==> src/hdl/bepe_pkg.sv <==
// -----------------------------------------------------------------------------
// Buffer energy power estimator package
// Field widths, the default window and the shared median/trend bundle.
// -----------------------------------------------------------------------------
`timescale 1ns / 1ps
`default_nettype none

package bepe_pkg;

	localparam int SAMPLE_W       = 12;
	localparam int CAP_W          = 10;
	localparam int EST_W          = 20;
	localparam int WINDOW_DEFAULT = 5;

	typedef logic [SAMPLE_W-1:0] sample_t;
	typedef logic [CAP_W-1:0]    cap_t;
	typedef logic [EST_W-1:0]    est_t;

	typedef struct packed {
		sample_t median;
		sample_t newest;
		sample_t oldest;
	} bepe_calc_t;

endpackage

`default_nettype wire

==> src/hdl/bepe_update.sv <==
// -----------------------------------------------------------------------------
// Estimate update
// Picks the raw power from median and trend, smooths it and clamps it.
// -----------------------------------------------------------------------------
`timescale 1ns / 1ps
`default_nettype none

module bepe_update import bepe_pkg::*; (
	input  bepe_calc_t calc,
	input  cap_t       power_cap,
	input  est_t       est_prev,
	output est_t       est_next
);

	localparam int TREND_W = SAMPLE_W + 1;
	localparam int RAW_W   = 16;
	localparam int SUM_W   = 25;
	localparam int QUOT_W  = SUM_W - 3;

	logic signed [TREND_W-1:0] trend;
	logic        [SAMPLE_W-1:0] trend_mag;
	logic        [SAMPLE_W+2:0] five_mag;
	logic signed [RAW_W-1:0]    raw;
	logic        [EST_W+1:0]    est_triple;
	logic signed [SUM_W-1:0]    sum;
	logic        [QUOT_W-1:0]   quot;
	est_t                       upper;

	always_comb begin
		trend     = $signed({1'b0, calc.newest}) - $signed({1'b0, calc.oldest});
		trend_mag = trend[TREND_W-1] ? SAMPLE_W'(-trend) : SAMPLE_W'(trend);
		five_mag  = (SAMPLE_W + 3)'({trend_mag, 2'b00}) + (SAMPLE_W + 3)'(trend_mag);

		if (calc.median == '0) begin
			raw = $signed(RAW_W'(power_cap));
		end else if (trend[TREND_W-1]) begin
			raw = $signed(RAW_W'(power_cap) + RAW_W'(five_mag));
		end else if (trend != '0) begin
			raw = $signed(RAW_W'(power_cap) - RAW_W'(2));
		end else begin
			raw = $signed(RAW_W'(power_cap) + RAW_W'(2));
		end

		est_triple = (EST_W + 2)'({est_prev, 1'b0}) + (EST_W + 2)'(est_prev);
		sum        = (SUM_W'(raw) <<< 8) + $signed(SUM_W'(est_triple));
		quot       = sum[SUM_W-1] ? '0 : sum[SUM_W-2:2];
		upper      = EST_W'({power_cap, 9'b0}) + EST_W'({power_cap, 7'b0});

		if (quot > QUOT_W'(upper)) begin
			est_next = upper;
		end else begin
			est_next = quot[EST_W-1:0];
		end
	end

endmodule

`default_nettype wire

==> config.mk <==
export PLATFORM = sky130hd
export DESIGN_NAME = bepe_update
export DESIGN_NICKNAME = d
export VERILOG_FILES = /design/src/hdl/bepe_pkg.sv /design/src/hdl/bepe_update.sv
export SDC_FILE = /design/constraint.sdc
export NUM_CORES = 1
export LEC_CHECK = 0
export BUFFER_PORTS_ARGS = -buffer_cell sky130_fd_sc_hd__buf_2
export CAP_MARGIN = 0
export CORE_MARGIN = 2
export CORE_UTILIZATION = 40
export DETAILED_ROUTE_END_ITERATION = 7
export PLACE_DENSITY = 0.62
export RECOVER_POWER = 100
export SLEW_MARGIN = 25
export SYNTH_ARGS = -nofsm -noshare
export SYNTH_HDL_FRONTEND = slang
export SYNTH_SLANG_ARGS = --single-unit
==> constraint.sdc <==
create_clock -name vclk -period 17.45
set_clock_uncertainty 0.15 [all_clocks]
set_input_delay 3.49 -clock vclk [all_inputs]
set_output_delay 3.49 -clock vclk [all_outputs]
set_load 0.05 [all_outputs]
==> flow_metrics.env <==
export IMPL_synthesis_area_sq_um=4912
export IMPL_seq_cell_count=0
export IMPL_finalCriticalPeriod_ps=16600
export IMPL_synth_fa_ha_area_frac=0.2695
export IMPL_grt_busiest_layer="met2"
export IMPL_drv_slew=0
export IMPL_holdWs_ps=7338
export IMPL_max_cap_viol_count=0
export IMPL_synth_compound_area_frac=0.2606
export IMPL_drt_wl_total_um=13280
export IMPL_synth_top_cell_area_share=0.2165
export IMPL_finalSetupViolCount=0
export IMPL_critPathKind="input port to output pin"
export IMPL_synth_xor_area_frac=0.1034
export IMPL_antenna_left=0
export IMPL_die_area_sq_um=13180
export IMPL_grt_pass1_vias=4625
export IMPL_antennaDiodeCount=0
export IMPL_critPathCaptureType="output pin"
export IMPL_avgSynthCellArea_sq_um=7.256
export IMPL_crit_required_ps=13810
export IMPL_syn_num_nets=841
export IMPL_wl_per_cell_um=14.77
export IMPL_timing_fmax_mhz=60.23
export IMPL_coreArea_sq_um=12010
export IMPL_route_detailed_drc=0
export IMPL_grt_use_met3=0.007907
export IMPL_worstSetupStartpointType="input port"
export IMPL_die_y_um=114.8
export IMPL_dp_hpwl_um=11530
export IMPL_crit_path_top_delay_cell="o21ai_0"
export IMPL_ys_seq_area_frac=0
export IMPL_syn_to_final_growth_pct=10.90
export IMPL_grt_ovfl_total=0
export IMPL_start_util=0.4090
export IMPL_synthTopCellsByArea="ha_1 (22%), xnor2_1 (6.6%), inv_1 (5.4%)"
export IMPL_vias=5085
export IMPL_postCtsSetupBuffers=0
export IMPL_grt_util_met2=0.3538
export IMPL_post_synth_and_or_nand_nor_area_fraction=0.2496
export IMPL_drive_gt1_frac=0.1543
export IMPL_synth_top_family_by_area="adder cells"
export IMPL_whs_path_depth=4
export IMPL_fillers=1268
export IMPL_seq_area_sq_um=0
export IMPL_ys_types=73
export IMPL_critPathMaxStageDelay_ps=690
export IMPL_yosysTopAreaCell="ha_1"
export IMPL_hold_viol=0
export IMPL_synthMuxAreaShare=0.04585
export IMPL_post_synth_top_count_cell="ha_1"
export IMPL_worstMarginPinSlew_ps=844.5
export IMPL_finalCritPeriodShare=0.9515
export IMPL_grt_start_max_net_pins=24
export IMPL_worstPathMaxFanout=23
export IMPL_clkbuf_count=0
export IMPL_gr_usage_met1=0.2649
export IMPL_die_w_um=114.8
export IMPL_grt_setup_unrepaired="false"
export IMPL_viasPerCell=5.656
export IMPL_grt_usage=0.1942
export IMPL_hp_class="input port to output pin"
export IMPL_place_congestion=0.9214
export IMPL_yosys_warnings=0
export IMPL_antenna_found_initial=0
export IMPL_finalSetupTns_ps=0
export IMPL_holdBufCountCts=0
export IMPL_ioPinCount=86
export IMPL_num_rows=40
export IMPL_ctsResizeCount=0
export IMPL_arrival_ps=12960
export IMPL_fin_nets=918
export IMPL_grt_pass1_wl_um=21560
export IMPL_crit_top_cell="nor2_1"
export IMPL_hp_start="power_cap[0]"
export IMPL_drt_iter0_markers=188
export IMPL_min_to="est_next[7]"
export IMPL_synth_common_cells="ha_1 (85), inv_1 (71), nor2_1 (53), a21oi_1 (46), o21ai_0 (42)"
export IMPL_slew_headroom=0.4311
export IMPL_status="completed"
export IMPL_drt_pass1_iter_count=5
export IMPL_synthCells=677
export IMPL_port_buffers=86
routing by layer:
layer / wire length (um) / vias to the layer above
li1: - / 2610
met1: 6155 / 2331
met2: 6369 / 134
met3: 619 / 10
met4: 131 / 0
met5: 0 / -
through the flow:
step                  util  cell area [sq um]  cells  setup slack [ps]
floorplan                -               4912    677              1521
global placement    0.4551               5466    899              1482
detailed placement  0.4551               5466    899              1161
CTS                 0.4551               5466    899              1115
global route        0.4535               5448    899             222.1
finish              0.4535               5448    899             845.8
worst max-delay path: cells and delay by family:
family / cells / cell delay [ps]
fa+ha+maj: 6 / 2050
compound gates: 14 / 3270
simple gates: 14 / 2570
xor+xnor: 2 / 390
mux: 1 / 410
buf+inv: 4 / 800
final cells by class:
| cell class | instances | area [sq um] | share of cell area |
|---|---|---|---|
| Inverter | 71 | 266.5 | 0.04892 |
| Timing Repair Buffer | 89 | 445.4 | 0.08176 |
| Multi-Input combinational cell | 592 | 4552 | 0.8356 |
| Tap cell | 147 | 183.9 | 0.03376 |
cells in the final DEF (no fill, tap or decap), types with 13 or more instances in the layout:
cell,count
xnor2_1,37
nor3_1,20
nand2_1,40
a21o_1,26
a21oi_1,46
o21ai_0,42
xor2_1,21
buf_2,73
fa_1,13
nand2b_1,14
inv_1,71
nand3_1,23
ha_1,85
nor2_1,53
o21a_1,16
how the worst max path moves through the flow:
stage / from / to / slack (ps) / cells past startpoint
after floorplan: calc[12] / est_next[13] / 1520 / 41
final: calc[0] / est_next[12] / 850 / 41
after global routing: calc[0] / est_next[12] / 220 / 43
after detailed placement: calc[0] / est_next[13] / 1160 / 41
after global placement: calc[0] / est_next[11] / 1480 / 43
after CTS: calc[0] / est_next[13] / 1120 / 41
cells by family after synthesis:
family	after synthesis
fa+ha+maj	98
buf+inv	85
simple gates	224
mux	19
xor+xnor	58
compound gates	193
Power is left out: the tool's default activity adds up to more than one toggle a clock period on the data nets, which glitch-free logic cannot reach.
