**config.mk**
```make
export PLATFORM = sky130hd
export DESIGN_NAME = bepe_median
export DESIGN_NICKNAME = d
export VERILOG_FILES = /design/src/hdl/bepe_pkg.sv /design/src/hdl/bepe_median.sv
export SDC_FILE = /design/constraint.sdc
export NUM_CORES = 1
export LEC_CHECK = 0
export BUFFER_PORTS_ARGS = -buffer_cell sky130_fd_sc_hd__buf_2
export CAP_MARGIN = 20
export CELL_PAD_IN_SITES_DETAIL_PLACEMENT = 1
export CELL_PAD_IN_SITES_GLOBAL_PLACEMENT = 1
export CORE_UTILIZATION = 40
export DETAILED_ROUTE_END_ITERATION = 16
export PLACE_DENSITY_LB_ADDON = 0.1
export SLEW_MARGIN = 5
export SYNTH_ARGS = -nofsm -noshare
export SYNTH_HDL_FRONTEND = slang
export SYNTH_SLANG_ARGS = --single-unit
```
**constraint.sdc**
```tcl
create_clock -name vclk -period 5.5
set_input_delay 0.825 -clock vclk [all_inputs]
set_output_delay 0.825 -clock vclk [all_outputs]
set_load 0.05 [all_outputs]
```
**src/hdl/bepe_pkg.sv**
```systemverilog
// -----------------------------------------------------------------------------
// Buffer energy power estimator package
// Field widths, the default window and the shared median/trend bundle.
// -----------------------------------------------------------------------------
`timescale 1ns / 1ps
`default_nettype none

package bepe_pkg;

	localparam int SAMPLE_W       = 12;
	localparam int CAP_W          = 10;
	localparam int EST_W          = 20;
	localparam int WINDOW_DEFAULT = 5;

	typedef logic [SAMPLE_W-1:0] sample_t;
	typedef logic [CAP_W-1:0]    cap_t;
	typedef logic [EST_W-1:0]    est_t;

	typedef struct packed {
		sample_t median;
		sample_t newest;
		sample_t oldest;
	} bepe_calc_t;

endpackage

`default_nettype wire

```
**src/hdl/bepe_median.sv**
```systemverilog
// -----------------------------------------------------------------------------
// Window median
// Ranks every ring entry against all others and picks the middle rank.
// -----------------------------------------------------------------------------
`timescale 1ns / 1ps
`default_nettype none

module bepe_median import bepe_pkg::*; #(
	parameter int WINDOW = WINDOW_DEFAULT
) (
	input  sample_t ring [WINDOW],
	output sample_t median
);

	localparam int RANK_W = $clog2(WINDOW);

	logic [RANK_W-1:0] rank [WINDOW];

	// Ties are broken by position, so the ranks form a permutation.
	always_comb begin
		for (int i = 0; i < WINDOW; i++) begin
			rank[i] = '0;
			for (int j = 0; j < WINDOW; j++) begin
				if ((ring[j] < ring[i]) || ((ring[j] == ring[i]) && (j < i))) begin
					rank[i] = rank[i] + RANK_W'(1);
				end
			end
		end
	end

	always_comb begin
		median = '0;
		for (int i = 0; i < WINDOW; i++) begin
			if (rank[i] == RANK_W'(WINDOW / 2)) begin
				median = median | ring[i];
			end
		end
	end

endmodule

`default_nettype wire

```
==> results of run 1 <==
[path summary, 6_finish.rpt]
path         to  startpoint  depth (start not counted)
max   median[9]    ring[29]                         17
min   median[4]    ring[52]                          4
[stage by stage]
step	total power, mW	worst slack, ps	util [%]
after floorplan	0.696	424	-
after global placement	0.969	-104	49.1
after detailed placement	0.999	-128	49.1
after CTS	1.02	4.68	49.5
after global routing	1.18	-28.3	51.0
final	1.11	133	51.0
[Yosys cell counts (6+ instances only)]
master,count,share of area [%]
a311oi_2,10,3.8
a21o_1,7,1.3
nor2_1,6,0.56
a21oi_1,42,5.3
nand4_1,28,4.4
nand3_1,12,1.5
nand2_1,20,1.9
o21ai_0,8,1.0
o211ai_1,12,2.3
a31oi_1,25,3.9
inv_1,67,6.3
ha_1,133,42
nor2b_1,10,1.6
o221ai_2,10,3.8
[per-layer routing]
metal / share of wire [%] / vias to the layer above / routed length [um] / global-route usage (%)
met5: 0 / - / 0 / 0
met4: 2.6 / 0 / 417 / 7.03
met2: 49 / 101 / 7690 / 55.3
li1: - / 2107 / - / -
met1: 44 / 2139 / 6910 / 39.1
met3: 4.7 / 26 / 734 / 2.60
[power by group through the flow]
stage	Combinational, mW	Sequential [mW]	Clock, mW
3_5_place_dp	0.999	0	0
2_1_floorplan	0.696	0	0
6_report	1.11	0	0
4_1_cts	1.02	0	0
5_1_grt	1.18	0	0
3_3_place_gp	0.969	0	0
[cells by family (layout without fill, tap and decap cells)]
| logic type | after synthesis | in the layout |
|---|---|---|
| and+or+nand+nor | 103 | 103 |
| muxes | 4 | 4 |
| AOI/OAI and AO/OA | 155 | 155 |
| buffers and inverters | 81 | 184 |
| adders and majority gates | 133 | 133 |
| xor gates and xnor gates | 5 | 5 |
[timing repair]
action	4_1_cts	5_1_grt
gates resized for setup	4	37
endpoints found under the setup margin	12	12
setup buffers	2	3
cloned	0	0
hold buffers	0	0
pin swaps	2	12
[cell usage in the layout (no fill, tap or decap), types with 9 or more instances in the layout]
cell / n
a21oi_1: 41
a311oi_2: 9
a31oi_1: 24
buf_2: 60
buf_4: 46
ha_1: 132
inv_1: 67
nand2_1: 20
nand3_1: 12
nand4_1: 28
nor2b_1: 10
o211ai_1: 12
o221ai_2: 12
[final cells by class]
cell class | count | area share (%)
timing repair buffer | 114 | 15.5
tap | 133 | 3.36
inverter | 70 | 5.35
multi-input combinational | 400 | 75.7
[critical path, stage by stage]
cell and delay, ps:
buf_2 90, inv_1 50, ha_1 310, a21o_1 160, a221o_1 340, a221o_1 370
o22a_2 220, inv_2 80, ha_2 300, xor2_1 170, ha_1 300, and4b_1 200
a211o_1 280, buf_4 180, a311oi_2 290, o221ai_2 140, buf_4 210
==> flow_metrics.env, run 1 <==
export IMPL_seq_cell_count=0
export IMPL_hold_viol_final=0
export IMPL_power_frac_seq_pct=0
export IMPL_synth_net_count=674
export IMPL_nClkBuffers=0
export IMPL_slew_headroom_pct=63.9
export IMPL_syn_instance_count=481
export IMPL_fp_dieW_um=102
export IMPL_finalSetupTns_ps=0
export IMPL_io_buffers=72
export IMPL_routedWlPerCell_um=22.0
export IMPL_drive_gt1_share_pct=28.3
export IMPL_yosys_area_share_adder_pct=41.6
export IMPL_vias_per_cell=6.10
export IMPL_critPathArrivalTime_ps=4540
export IMPL_p_int_mw=0.440
export IMPL_stdcell_count=717
export IMPL_comb_power_share_pct=100.0
export IMPL_drt_pass1_iter_count=10
export IMPL_period_minus_slack_ps=5370
export IMPL_startpoint_type="input port"
export IMPL_ys_seq_area_share_pct=0
export IMPL_multi_input_area_um2=3750
export IMPL_clock_fmax_ghz=0.186
export IMPL_syn_to_final_growth_pct=24.0
export IMPL_grt_pass1_wl_mm=24.0
export IMPL_route_detailed_drc=1
export IMPL_maxCapViolations=0
export IMPL_drt_antenna_violating_nets=0
export IMPL_grt_ovfl_total=0
export IMPL_endpoint_kind="output port"
export IMPL_synth_top_family_by_area="adder cells"
export IMPL_synth_simple_area_share_pct=15.1
export IMPL_gp_congestion=0.971
export IMPL_critical_path_required_ps=4680
export IMPL_min_period_over_period_pct=97.6
export IMPL_report_final_slew_viol_count=0
export IMPL_fp_dieH_um=102
export IMPL_first_global_vias=4482
export IMPL_grt_max_degree=13
export IMPL_grt_usage_pct=30.6
export IMPL_die_area_um2=10400
export IMPL_boundaryPins=72
export IMPL_powerDensity_nw_per_um2=223
export IMPL_vdd_drop_max_mv=0.152
export IMPL_rows=36
export IMPL_synth_xor_area_share_pct=1.10
export IMPL_switching_share_pct=60.2
export IMPL_path_class="in -> out"
export IMPL_power_switching_mw=0.665
export IMPL_path_max_fanout=4
export IMPL_antenna_found_initial=0
export IMPL_status="finished with violations"
export IMPL_setup_viol=0
export IMPL_worstMarginPinSlew_ps=536
export IMPL_synthDistinctLibCells=61
export IMPL_dp_hpwl_mm=13.6
export IMPL_leakagePower_nw=2.43
export IMPL_failed_checks="DRC"
export IMPL_synth_avg_cell_area_um2=8.31
export IMPL_post_dp_cell_area_um2=4780
export IMPL_core_area_um2=9730
export IMPL_regArea_um2=0
export IMPL_min_path_type="in -> out"
export IMPL_place_inst=712
export IMPL_synth_compound_area_share_pct=32.7
export IMPL_start_util_pct=41.1
export IMPL_vias=4373
export IMPL_synth_area_um2=4000
export IMPL_pwr_share_clk_pct=0
export IMPL_holdWs_ps=2130
export IMPL_insertedDiodeCount=0
export IMPL_design_area_um2=4960
export IMPL_nNetsFinal=779
export IMPL_nFillCells=1241
export IMPL_dr_first_iter_drc_count=131
export IMPL_wl_mm=15.8
export IMPL_muxShareOfSynthArea_pct=1.00
export IMPL_yosysWarnings=0
No activity file was read; power rests on OpenSTA's default activity.
==> run 2, diff against run 1 <==
==> constraint.sdc (replaced) <==
create_clock -name vclk -period 6.4
set_input_delay 0.96 -clock vclk [all_inputs]
set_output_delay 0.96 -clock vclk [all_outputs]
set_load 0.05 [all_outputs]
==> run 2 against run 1 <==
  * The run now ends clean
  * Final area shrank 8.7%
  * Setup slack gained 81 ps
  * Worst hold slack gained 300 ps
  * Non-clock buffer count shrank 32
  * Largest cell class unchanged
  * Largest power group unchanged
==> flow_metrics.env, run 2 (same netlist as run 1, synthesis figures left out) <==
export IMPL_final_cell_mix="ha_1 (133), buf_2 (72), inv_1 (67)"
export IMPL_status="finished clean"
export IMPL_dp_hpwl_mm=13.0
export IMPL_ctsHoldBuffers=0
export IMPL_core_area_um2=9730
export IMPL_vias_per_cell=6.23
export IMPL_crit_path_cell_trace="buf_2, inv_1, ha_1, and2_1, a221o_1, a221o_1, o22a_2, inv_2, ha_1, xor2_1, ha_1, and4b_1, a211o_1, a311oi_2, o221ai_2, buf_2"
export IMPL_setup_viol=0
export IMPL_fp_dieH_um=102
export IMPL_critPathMaxStageDelay_ps=560
export IMPL_drive_gt1_share_pct=22.3
export IMPL_boundaryPins=72
export IMPL_antenna_found_initial=0
export IMPL_min_path_type="in -> out"
export IMPL_grt_ovfl_total=0
export IMPL_leakagePower_nw=2.23
export IMPL_slew_headroom_pct=33.4
export IMPL_endpoint_kind="output port"
export IMPL_powerDensity_nw_per_um2=181
export IMPL_postCtsSetupBuffers=0
export IMPL_min_period_over_period_pct=96.7
export IMPL_cpMaxStageDelayCell="a211o_1"
export IMPL_grt_usage_pct=30.5
export IMPL_drt_antenna_violating_nets=0
export IMPL_cts_resized_gates=0
export IMPL_grt_max_degree=13
export IMPL_syn_to_final_growth_pct=13.2
export IMPL_design_area_um2=4530
export IMPL_regArea_um2=0
export IMPL_path_common_cell="ha_1"
export IMPL_path_max_fanout=12
export IMPL_wl_mm=15.4
export IMPL_holdWs_ps=2430
export IMPL_insertedDiodeCount=0
export IMPL_vdd_drop_max_mv=0.0764
export IMPL_rsz0062_at_grt="false"
export IMPL_clock_fmax_ghz=0.162
export IMPL_post_dp_cell_area_um2=4530
export IMPL_gp_congestion=0.969
export IMPL_startpoint_type="input port"
export IMPL_seq_cell_count=0
export IMPL_nClkBuffers=0
export IMPL_routedWlPerCell_um=22.5
export IMPL_start_util_pct=41.1
export IMPL_finalSetupTns_ps=0
export IMPL_period_minus_slack_ps=6190
export IMPL_first_global_vias=4329
export IMPL_path_class="in -> out"
export IMPL_fp_dieW_um=102
export IMPL_nNetsFinal=747
export IMPL_power_mw=0.820
export IMPL_vias=4267
export IMPL_hold_viol_final=0
export IMPL_critical_path_required_ps=5440
export IMPL_grt_pass1_wl_mm=24.0
export IMPL_critPathArrivalTime_ps=5230
export IMPL_layout_commonest_cell="ha_1"
export IMPL_report_final_slew_viol_count=0
export IMPL_maxCapViolations=0
export IMPL_io_buffers=72
export IMPL_dr_first_iter_drc_count=211
export IMPL_worstMarginPinSlew_ps=996
export IMPL_drt_pass1_iter_count=5
export IMPL_die_area_um2=10400
export IMPL_rows=36
export IMPL_route_detailed_drc=0
## run 2: worst paths after layout
check	cells after the start	to	slack [ps]	start
min	4	median[2]	2430	ring[50]
max	16	median[9]	210	ring[31]
## run 2: area by class of cell
cell class                 instances  area, um2
fill                            1243       5200
inverter                          70        265
multi-input combinational        400       3660
tap                              133        166
timing repair buffer              82        435
## run 2: through the flow
stage	worst slack, ps	instances	utilization [%]
global route	10.1	685	46.5
global placement	450	685	46.5
detailed placement	309	685	46.5
CTS	299	685	46.5
floorplan	1050	481	-
finish	213	685	46.5
## run 2: per-layer routing
layer	wire [um]	up-vias	GRT usage (%)	share of wire, %
li1	-	2040	-	-
met1	6950	2075	40.5	45
met2	7120	128	51.8	46
met3	855	24	3.97	5.6
met4	473	0	8.02	3.1
met5	0	-	0	0
## run 2: critical path: cells and delay by family
family	cells	cell delay, ps
simple gates	2	380
compound gates	6	2170
buf+inv	4	610
xor+xnor	1	190
fa+ha+maj	3	910
## run 2: report_power, final
group          switching, mW  internal, mW
combinational          0.544         0.276
clock                      0             0
sequential                 0             0
total                  0.544         0.276
